**src/design/ofip_pkg.sv**
```systemverilog
// Shared types, constants and helper function for the face index parser
`timescale 1ns / 1ps

package ofip_pkg;

  // longest first token of a line before it counts as an error
  localparam int MAX_KEYWORD_BYTES = 8;
  localparam int KW_LEN_W          = $clog2(MAX_KEYWORD_BYTES + 1);

  // character codes
  localparam logic [7:0] CH_NL    = 8'h0A;
  localparam logic [7:0] CH_TAB   = 8'h09;
  localparam logic [7:0] CH_CR    = 8'h0D;
  localparam logic [7:0] CH_SPACE = 8'h20;
  localparam logic [7:0] CH_HASH  = 8'h23;
  localparam logic [7:0] CH_MINUS = 8'h2D;
  localparam logic [7:0] CH_SLASH = 8'h2F;
  localparam logic [7:0] CH_ZERO  = 8'h30;
  localparam logic [7:0] CH_NINE  = 8'h39;
  localparam logic [7:0] CH_F     = 8'h66;
  localparam logic [7:0] CH_N     = 8'h6E;
  localparam logic [7:0] CH_T     = 8'h74;
  localparam logic [7:0] CH_V     = 8'h76;

  // field select codes within a corner group
  localparam logic [1:0] FIELD_POS  = 2'd0;
  localparam logic [1:0] FIELD_TEX  = 2'd1;
  localparam logic [1:0] FIELD_NORM = 2'd2;

  // line phase, one-hot
  typedef enum logic [6:0] {
    PH_START  = 7'b0000001,
    PH_KEY    = 7'b0000010,
    PH_SKIP   = 7'b0000100,
    PH_GAP    = 7'b0001000,
    PH_FSTART = 7'b0010000,
    PH_FBODY  = 7'b0100000,
    PH_HALT   = 7'b1000000
  } phase_t;

  // one result item
  typedef struct packed {
    logic               corner_valid;
    logic               face_end;
    logic signed [7:0]  corner_count;
    logic signed [31:0] vert_index;
    logic signed [31:0] texc_index;
    logic signed [31:0] norm_index;
    logic               parse_error;
  } result_t;

  // negative index is relative to the running count, otherwise one-based
  function automatic logic [31:0] fix_index(input logic [31:0] v, input logic [31:0] count);
    logic [31:0] r;
    r = v[31] ? (v + count) : (v - 32'd1);
    return r;
  endfunction

endpackage

```
**src/design/ofip_in_stage.sv**
```systemverilog
// Input byte register with stall towards the byte source
`timescale 1ns / 1ps

module ofip_in_stage (
  input  logic       clk,
  input  logic       rst,
  input  logic       text_valid,
  output logic       text_stall,
  input  logic [7:0] text_byte,
  input  logic       advance,
  output logic       byte_full,
  output logic [7:0] byte_q
);

  logic accept;

  // hold off the source only while a byte waits and the result side is blocked
  assign text_stall = byte_full && !advance;
  assign accept     = text_valid && !text_stall;

  // occupancy flag
  always_ff @(posedge clk) begin
    if (rst) begin
      byte_full <= 1'b0;
    end else begin
      byte_full <= accept || (byte_full && !advance);
    end
  end

  // byte register, loaded on each transfer
  always_ff @(posedge clk) begin
    if (accept) begin
      byte_q <= text_byte;
    end
  end

endmodule

```
**src/design/ofip_parse.sv**
```systemverilog
// Line classifier, face group decoder and index fixup
`timescale 1ns / 1ps

module ofip_parse (
  input  logic              clk,
  input  logic              rst,
  input  logic              fire,
  input  logic [7:0]        b,
  output logic              produce,
  output ofip_pkg::result_t res
);

  ofip_pkg::phase_t              phase, phase_next;
  logic [7:0]                    kw0, kw0_next;
  logic [7:0]                    kw1, kw1_next;
  logic [ofip_pkg::KW_LEN_W-1:0] kw_len, kw_len_next;
  logic [1:0]                    sel, sel_next;
  logic                          neg, neg_next;
  logic [31:0]                   pos_acc, pos_acc_next;
  logic [31:0]                   tex_acc, tex_acc_next;
  logic [31:0]                   norm_acc, norm_acc_next;
  logic                          in_group, in_group_next;
  logic [31:0]                   pos_cnt, pos_cnt_next;
  logic [31:0]                   tex_cnt, tex_cnt_next;
  logic [31:0]                   norm_cnt, norm_cnt_next;
  logic [7:0]                    corners, corners_next;

  logic        nl, blank, digit, minus, slash, hash;
  logic [31:0] d;
  logic [31:0] cur_acc, scaled, acc_new;
  logic [31:0] pos_fix, tex_fix, norm_fix;
  logic        is_v, is_vt, is_vn, is_f;
  ofip_pkg::result_t corner_res;

  // byte classes
  assign nl    = (b == ofip_pkg::CH_NL);
  assign blank = (b == ofip_pkg::CH_SPACE) || (b == ofip_pkg::CH_TAB) || (b == ofip_pkg::CH_CR);
  assign digit = (b >= ofip_pkg::CH_ZERO) && (b <= ofip_pkg::CH_NINE);
  assign minus = (b == ofip_pkg::CH_MINUS);
  assign slash = (b == ofip_pkg::CH_SLASH);
  assign hash  = (b == ofip_pkg::CH_HASH);
  assign d     = {28'd0, b[3:0]};

  // decimal accumulate on the selected field: acc * 10 +/- digit
  always_comb begin
    case (sel)
      ofip_pkg::FIELD_POS: cur_acc = pos_acc;
      ofip_pkg::FIELD_TEX: cur_acc = tex_acc;
      default:             cur_acc = norm_acc;
    endcase
  end
  assign scaled  = (cur_acc << 3) + (cur_acc << 1);
  assign acc_new = neg ? (scaled - d) : (scaled + d);

  // fixed-up indices of the held corner
  assign pos_fix  = ofip_pkg::fix_index(pos_acc, pos_cnt);
  assign tex_fix  = ofip_pkg::fix_index(tex_acc, tex_cnt);
  assign norm_fix = ofip_pkg::fix_index(norm_acc, norm_cnt);

  // keyword match
  assign is_v  = (kw_len == ofip_pkg::KW_LEN_W'(1)) && (kw0 == ofip_pkg::CH_V);
  assign is_vt = (kw_len == ofip_pkg::KW_LEN_W'(2)) && (kw0 == ofip_pkg::CH_V)
              && (kw1 == ofip_pkg::CH_T);
  assign is_vn = (kw_len == ofip_pkg::KW_LEN_W'(2)) && (kw0 == ofip_pkg::CH_V)
              && (kw1 == ofip_pkg::CH_N);
  assign is_f  = (kw_len == ofip_pkg::KW_LEN_W'(1)) && (kw0 == ofip_pkg::CH_F);

  // corner result template, count and end filled in where used
  always_comb begin
    corner_res              = '0;
    corner_res.corner_valid = 1'b1;
    corner_res.vert_index   = pos_fix;
    corner_res.texc_index   = tex_fix;
    corner_res.norm_index   = norm_fix;
  end

  // next state and result for the byte in the input register
  always_comb begin
    phase_next    = phase;
    kw0_next      = kw0;
    kw1_next      = kw1;
    kw_len_next   = kw_len;
    sel_next      = sel;
    neg_next      = neg;
    pos_acc_next  = pos_acc;
    tex_acc_next  = tex_acc;
    norm_acc_next = norm_acc;
    in_group_next = in_group;
    pos_cnt_next  = pos_cnt;
    tex_cnt_next  = tex_cnt;
    norm_cnt_next = norm_cnt;
    corners_next  = corners;
    produce       = 1'b0;
    res           = '0;
    if (fire) begin
      case (phase)
        ofip_pkg::PH_START: begin
          if (!nl && !blank) begin
            if (hash) begin
              phase_next = ofip_pkg::PH_SKIP;
            end else begin
              kw0_next    = b;
              kw_len_next = ofip_pkg::KW_LEN_W'(1);
              phase_next  = ofip_pkg::PH_KEY;
            end
          end
        end
        ofip_pkg::PH_KEY: begin
          if (!nl && !blank) begin
            if (kw_len >= ofip_pkg::KW_LEN_W'(ofip_pkg::MAX_KEYWORD_BYTES)) begin
              phase_next      = ofip_pkg::PH_HALT;
              in_group_next   = 1'b0;
              produce         = 1'b1;
              res.parse_error = 1'b1;
            end else begin
              if (kw_len == ofip_pkg::KW_LEN_W'(1)) begin
                kw1_next = b;
              end
              kw_len_next = kw_len + ofip_pkg::KW_LEN_W'(1);
            end
          end else if (is_f) begin
            corners_next  = 8'd0;
            in_group_next = 1'b0;
            if (nl) begin
              phase_next   = ofip_pkg::PH_START;
              produce      = 1'b1;
              res.face_end = 1'b1;
            end else begin
              phase_next = ofip_pkg::PH_GAP;
            end
          end else begin
            if (is_v) begin
              pos_cnt_next = pos_cnt + 32'd1;
            end
            if (is_vt) begin
              tex_cnt_next = tex_cnt + 32'd1;
            end
            if (is_vn) begin
              norm_cnt_next = norm_cnt + 32'd1;
            end
            phase_next = nl ? ofip_pkg::PH_START : ofip_pkg::PH_SKIP;
          end
        end
        ofip_pkg::PH_SKIP: begin
          if (nl) begin
            phase_next = ofip_pkg::PH_START;
          end
        end
        ofip_pkg::PH_GAP: begin
          if (nl) begin
            produce = 1'b1;
            if (in_group) begin
              res = corner_res;
            end
            res.face_end     = 1'b1;
            res.corner_count = corners;
            in_group_next    = 1'b0;
            phase_next       = ofip_pkg::PH_START;
          end else if (blank) begin
            phase_next = phase;
          end else if (digit || minus || slash) begin
            // a new group releases the held corner as a non-final one
            if (in_group) begin
              produce = 1'b1;
              res     = corner_res;
            end
            sel_next      = ofip_pkg::FIELD_POS;
            neg_next      = 1'b0;
            pos_acc_next  = digit ? d : 32'd0;
            tex_acc_next  = 32'd0;
            norm_acc_next = 32'd0;
            in_group_next = 1'b1;
            if (digit) begin
              phase_next = ofip_pkg::PH_FBODY;
            end else if (minus) begin
              neg_next   = 1'b1;
              phase_next = ofip_pkg::PH_FBODY;
            end else begin
              sel_next   = ofip_pkg::FIELD_TEX;
              phase_next = ofip_pkg::PH_FSTART;
            end
          end else begin
            phase_next      = ofip_pkg::PH_HALT;
            in_group_next   = 1'b0;
            produce         = 1'b1;
            res.parse_error = 1'b1;
          end
        end
        ofip_pkg::PH_FSTART, ofip_pkg::PH_FBODY: begin
          if (blank) begin
            corners_next = corners + 8'd1;
            phase_next   = ofip_pkg::PH_GAP;
          end else if (nl) begin
            corners_next     = corners + 8'd1;
            produce          = 1'b1;
            res              = corner_res;
            res.face_end     = 1'b1;
            res.corner_count = corners + 8'd1;
            in_group_next    = 1'b0;
            phase_next       = ofip_pkg::PH_START;
          end else if (digit) begin
            case (sel)
              ofip_pkg::FIELD_POS: pos_acc_next = acc_new;
              ofip_pkg::FIELD_TEX: tex_acc_next = acc_new;
              default:             norm_acc_next = acc_new;
            endcase
            phase_next = ofip_pkg::PH_FBODY;
          end else if (minus && (phase == ofip_pkg::PH_FSTART)) begin
            neg_next   = 1'b1;
            phase_next = ofip_pkg::PH_FBODY;
          end else if (slash && (sel != ofip_pkg::FIELD_NORM)) begin
            sel_next   = sel + 2'd1;
            neg_next   = 1'b0;
            phase_next = ofip_pkg::PH_FSTART;
          end else begin
            phase_next      = ofip_pkg::PH_HALT;
            in_group_next   = 1'b0;
            produce         = 1'b1;
            res.parse_error = 1'b1;
          end
        end
        ofip_pkg::PH_HALT: begin
          phase_next = ofip_pkg::PH_HALT;
        end
        default: begin
          phase_next = ofip_pkg::PH_HALT;
        end
      endcase
    end
  end

  // parser state
  always_ff @(posedge clk) begin
    if (rst) begin
      phase    <= ofip_pkg::PH_START;
      kw0      <= 8'd0;
      kw1      <= 8'd0;
      kw_len   <= '0;
      sel      <= ofip_pkg::FIELD_POS;
      neg      <= 1'b0;
      pos_acc  <= 32'd0;
      tex_acc  <= 32'd0;
      norm_acc <= 32'd0;
      in_group <= 1'b0;
      pos_cnt  <= 32'd0;
      tex_cnt  <= 32'd0;
      norm_cnt <= 32'd0;
      corners  <= 8'd0;
    end else begin
      phase    <= phase_next;
      kw0      <= kw0_next;
      kw1      <= kw1_next;
      kw_len   <= kw_len_next;
      sel      <= sel_next;
      neg      <= neg_next;
      pos_acc  <= pos_acc_next;
      tex_acc  <= tex_acc_next;
      norm_acc <= norm_acc_next;
      in_group <= in_group_next;
      pos_cnt  <= pos_cnt_next;
      tex_cnt  <= tex_cnt_next;
      norm_cnt <= norm_cnt_next;
      corners  <= corners_next;
    end
  end

endmodule

```
**src/design/ofip_out_stage.sv**
```systemverilog
// Result register towards the consumer
`timescale 1ns / 1ps

module ofip_out_stage (
  input  logic              clk,
  input  logic              rst,
  input  logic              produce,
  input  ofip_pkg::result_t res,
  input  logic              result_stall,
  output logic              advance,
  output logic              result_valid,
  output ofip_pkg::result_t res_q
);

  // register is free when empty or its result leaves this cycle
  assign advance = !result_valid || !result_stall;

  always_ff @(posedge clk) begin
    if (rst) begin
      result_valid <= 1'b0;
    end else if (advance) begin
      result_valid <= produce;
    end
  end

  always_ff @(posedge clk) begin
    if (advance && produce) begin
      res_q <= res;
    end
  end

endmodule

```
**src/design/obj_face_index_parser_core.sv**
```systemverilog
// A transferred byte is held in the input register; its result, if any, is registered in the result register
// Throughput: one byte per cycle while the result side is not stalled; the input register and the result register
// each hold one item, so a stalled result blocks input only once both are full
// Reset: synchronous, active high; clears line state, counters and both registers
// After a parse error no further results appear until reset
`timescale 1ns / 1ps

module obj_face_index_parser_core (
  input  logic               clk,
  input  logic               rst,
  input  logic               text_valid,
  output logic               text_stall,
  input  logic [7:0]         text_byte,
  output logic               result_valid,
  input  logic               result_stall,
  output logic               corner_valid,
  output logic               face_end,
  output logic signed [7:0]  corner_count,
  output logic signed [31:0] vert_index,
  output logic signed [31:0] texc_index,
  output logic signed [31:0] norm_index,
  output logic               parse_error
);

  logic              advance;
  logic              byte_full;
  logic [7:0]        byte_q;
  logic              produce;
  ofip_pkg::result_t res;
  ofip_pkg::result_t res_q;

  // input register
  ofip_in_stage u_in (
    .clk        (clk),
    .rst        (rst),
    .text_valid (text_valid),
    .text_stall (text_stall),
    .text_byte  (text_byte),
    .advance    (advance),
    .byte_full  (byte_full),
    .byte_q     (byte_q)
  );

  // parser, steps once per held byte while the result register is free
  ofip_parse u_parse (
    .clk     (clk),
    .rst     (rst),
    .fire    (byte_full && advance),
    .b       (byte_q),
    .produce (produce),
    .res     (res)
  );

  // result register
  ofip_out_stage u_out (
    .clk          (clk),
    .rst          (rst),
    .produce      (produce),
    .res          (res),
    .result_stall (result_stall),
    .advance      (advance),
    .result_valid (result_valid),
    .res_q        (res_q)
  );

  assign corner_valid = res_q.corner_valid;
  assign face_end     = res_q.face_end;
  assign corner_count = res_q.corner_count;
  assign vert_index   = res_q.vert_index;
  assign texc_index   = res_q.texc_index;
  assign norm_index   = res_q.norm_index;
  assign parse_error  = res_q.parse_error;

endmodule

```
**config.mk**
```make
export PLATFORM = sky130hd
export DESIGN_NAME = obj_face_index_parser_core
export DESIGN_NICKNAME = d
export VERILOG_FILES = /design/src/design/ofip_pkg.sv /design/src/design/ofip_in_stage.sv /design/src/design/ofip_parse.sv /design/src/design/ofip_out_stage.sv /design/src/design/obj_face_index_parser_core.sv
export SDC_FILE = /design/constraint.sdc
export NUM_CORES = 1
export LEC_CHECK = 0
export ABC_CLOCK_PERIOD_IN_PS = 18900
export BUFFER_PORTS_ARGS = -buffer_cell sky130_fd_sc_hd__buf_2
export CORE_AREA = 5 5 259 261
export CTS_BUF_LIST = sky130_fd_sc_hd__clkbuf_4
export DETAILED_ROUTE_END_ITERATION = 10
export DIE_AREA = 0 0 264 266
export PLACE_DENSITY = 0.52
export SLEW_MARGIN = 20
export SYNTH_ARGS = -nofsm -noshare
export SYNTH_HDL_FRONTEND = slang
export SYNTH_SLANG_ARGS = --single-unit
```
**constraint.sdc**
```tcl
create_clock -name clk -period 18.9 [get_ports clk]
set_input_delay 0.945 -clock clk [delete_from_list [all_inputs] [get_ports clk]]
set_output_delay 0.945 -clock clk [all_outputs]
set_load 0.01 [all_outputs]
```
==> results.cfg <==
[timing]
drv_slew = 0
rsz0062_at_grt = no
finalSetupViolations = 0
setup_ws_ns = 12.85
max_freq_mhz = 165.3
min_period_ns = 6.049
hold_viol_final = 0
tightest_slew_ns = 1.164
finalCritPeriodShare_pct = 32.00
setup_tns_ns = 0
fin_skew_ns = 0.05616
relSlewSlack_pct = 22.11

[yosys]
synth-edff-count = 115
syn_inst = 2698
syn_area_um2 = 22270
ys_warn_count = 0
syn-num-nets = 2854
yosysSeqAreaShare_pct = 36.45
synth-main-ff-cell = dfxtp_1
yosysUniqueCellTypes = 88
avgSynthCellArea_um2 = 8.255
ys_ff_latch = 348
async_flop_share_pct = 0

[clocking]
cts.sinks = 348
htree_levels = 3
cts_setup_buffers = 0
clock_path_buffers = 3
path_clk_slew_ns = 0.07
cts_buffers = 101
cts_tree = done
cts_resized = 0
holdBufCountCts = 0
clock-root-buffer = clkbuf_4
clk_latency_ns = 0.88

[place]
place_area_um2 = 23750
port_buffers = 120
hpwl_mm = 53.26
place.gp.congestion = 0.9114
pre_cts_ws_ns = 13.01

[final_layout]
layout_common_cells = 358 x nand2_1, 320 x nor2_1, 233 x dfxtp_1
mostFrequentLayoutCell = nand2_1
layout.nets = 2991
area_delta_synth_final_pct = 12.84
drive_gt1_share_pct = 12.22
fillers = 6678
multiInputGateArea_um2 = 13560
fin_area_um2 = 25130
sequential_cell_area_um2 = 8118

[hold_path]
hold_class = in -> reg
whs_path_depth = 1

[global_route]
grt_pass1_vias = 19864
grt_pass1_wl_mm = 111.2
grt_usage_pct = 19.56
gr-total-overflow = 0
antenna_found_initial = 2
grt_max_degree = 89

[critical_path]
worst-endpoint-required_ns = 19.68
critPathLaunchType = register
rr_worst_depth = 20
critPathSlowestCell = a221oi_1
crit_family = simple AND/OR/NAND/NOR gates
crit_cells = 20
critical_path.cell_chain = inv_1 -> ha_1 -> buf_4 -> nor2_2 -> buf_4 -> nand2_1 -> nand2_1 -> ha_1 -> fa_1 -> a21o_1 -> a221oi_1 -> or3_1 -> nand2_1 -> a311oi_2 -> nand2_1 -> or3_1 -> nor4_1 -> a32oi_1 -> or3_1 -> nand3_1
crit_fanout = 34
path_class = reg -> reg
worstSetupEndpointType = register
cp_num_buf_inv = 3
slowest_delay_ns = 0.63
cpMostUsedCell = nand2_1
crit_arrival_ns = 6.83

[route]
final_antenna_net_count = 0
routed_wl_mm = 71.30
dr.pass1.iters = 5
vias_per_cell = 5.367
vias = 20275
drc = 0
routedWlPerCell_um = 18.87
dr.first_iter.drc_count = 1208

[job]
maxCapViolCount = 0

[status]
status = completed

[floorplanning]
die_x_um = 264
core_um2 = 64230
dieArea_um2 = 70220
io_pins = 121
start_util_pct = 34.68
die-height_um = 266
num_rows = 93

[power]
p_leak_nw = 10.37
p_per_area_nw_per_um2 = 62.55
peakVddDrop_mv = 0.04140
-- cell families (layout without fill, tap and decap cells) --
kind of cell / after synthesis / count (layout) / synth area share, %
DFF: 348 / 348 / 36.45
other: 0 / 2 / 0
muxes: 25 / 25 / 1.146
and+or+nand+nor: 1206 / 1206 / 26.25
adders and majority gates: 144 / 144 / 8.292
AOI/OAI and AO/OA: 625 / 625 / 17.89
xor gates and xnor gates: 181 / 181 / 7.118
buffers and inverters: 169 / 392 / 2.859
-- synthesized netlist by cell type (all sizes together) (7+ instances only) --
library cell  number  area, µm²
o31ai              8      60.06
buf               14      55.05
a221oi             8      70.07
or3               44      280.3
ha               138       1727
a311oi             7      67.56
mux2i             21      210.2
xor2              92      805.8
or4               10      75.07
edfxtp           115       3453
nand3b            23      172.7
nor3b             11      82.58
o21ai            122      610.6
a21o              51      382.9
nor3              79      406.6
nand2            358       1344
xnor2             89      779.5
o21a              23      172.7
or2               13      83.83
a31oi             18      112.6
nand4             34      212.7
a211oi            23      172.7
inv               60      225.2
nor2             327       1245
nor4              10      68.81
o21bai             9      67.56
a211o              9      78.83
and4               9      78.83
and2              28      175.2
a2111oi            7      80.08
o211ai            16      120.1
dfxtp            233       4664
nand3             70      360.3
clkbuf            95      356.6
and3              43      274.0
nand2b           102      645.6
nor2b             28      175.2
a22oi             54      405.4
a21oi            210       1051
-- worst register-to-register path, cell delays in order (launching register included) --
cell and delay [ns]:
dfxtp_1 0.32, inv_1 0.11, ha_1 0.17, buf_4 0.36, nor2_2 0.10, buf_4 0.27
nand2_1 0.12, nand2_1 0.14, ha_1 0.26, fa_1 0.44, a21o_1 0.22, a221oi_1 0.63
or3_1 0.23, nand2_1 0.11, a311oi_2 0.52, nand2_1 0.20, or3_1 0.44, nor4_1 0.58
a32oi_1 0.28, or3_1 0.42, nand3_1 0.07
-- state kept, by name, summed over array words and instances, names as in the netlist, 7 cells and up --
name / flops
u_parse.corners: 8
u_parse.norm_cnt: 32
u_parse.pos_cnt: 32
u_parse.pos_acc: 32
u_parse.tex_acc: 32
u_parse.norm_acc: 32
u_in.byte_q: 8
u_parse.kw0: 8
u_parse.kw1: 8
u_parse.tex_cnt: 32
u_parse.phase: 7
u_out.res_q: 107
-- area by class of cell --
class                      count  share of cell area [%]
inverter                      60                  0.8961
tap                          855                   4.257
antenna                        2                 0.01991
sequential                   348                   32.30
multi-input combinational   2181                   53.94
clock inverter                30                  0.7319
timing repair buffer         143                   3.102
clock buffer                 159                   4.750
-- routing by layer --
| layer | part of all wire, % | track usage, % | up-vias |
|---|---|---|---|
| met2 | 48 | 34.03 | 495 |
| met4 | 3.0 | 7.119 | 0 |
| met1 | 44 | 24.65 | 9673 |
| met3 | 4.3 | 3.047 | 129 |
| met5 | 0 | 0 | - |
| li1 | - | - | 9978 |
-- per-stage QoR --
| step | hold WS, ns | util (%) | power [mW] | instances |
|---|---|---|---|---|
| detailed placement | 0.4810 | 36.97 | 0.8222 | 3587 |
| global placement | 0.4652 | 36.97 | 0.8214 | 3587 |
| global route | 0.2054 | 39.13 | 1.644 | 3778 |
| finish | 0.2696 | 39.13 | 1.572 | 3778 |
| CTS | 0.1673 | 39.12 | 1.602 | 3776 |
| floorplan | 0.4491 | - | 0.8115 | 2698 |
-- worst paths after layout --
| check | start | to | slack [ns] |
|---|---|---|---|
| setup reg to reg | u_parse.sel[0]$_SDFFE_PP0P_ | u_parse.norm_acc[30]$_SDFFE_PP0P_ | 12.85 |
| setup / recovery | u_parse.sel[0]$_SDFFE_PP0P_ | u_parse.norm_acc[30]$_SDFFE_PP0P_ | 12.85 |
| hold reg to reg | u_parse.tex_cnt[30]$_SDFFE_PP0P_ | u_parse.tex_cnt[30]$_SDFFE_PP0P_ | 0.49 |
| hold / removal | text_byte[0] | u_in.byte_q[0]$_DFFE_PP_ | 0.27 |
-- power by group --
group,switching (mW),internal [mW]
clock network,0.357,0.409
registers,0.00554,0.771
logic,0.0208,0.00880
total,0.383,1.19
(Power assumes the default switching activity.)
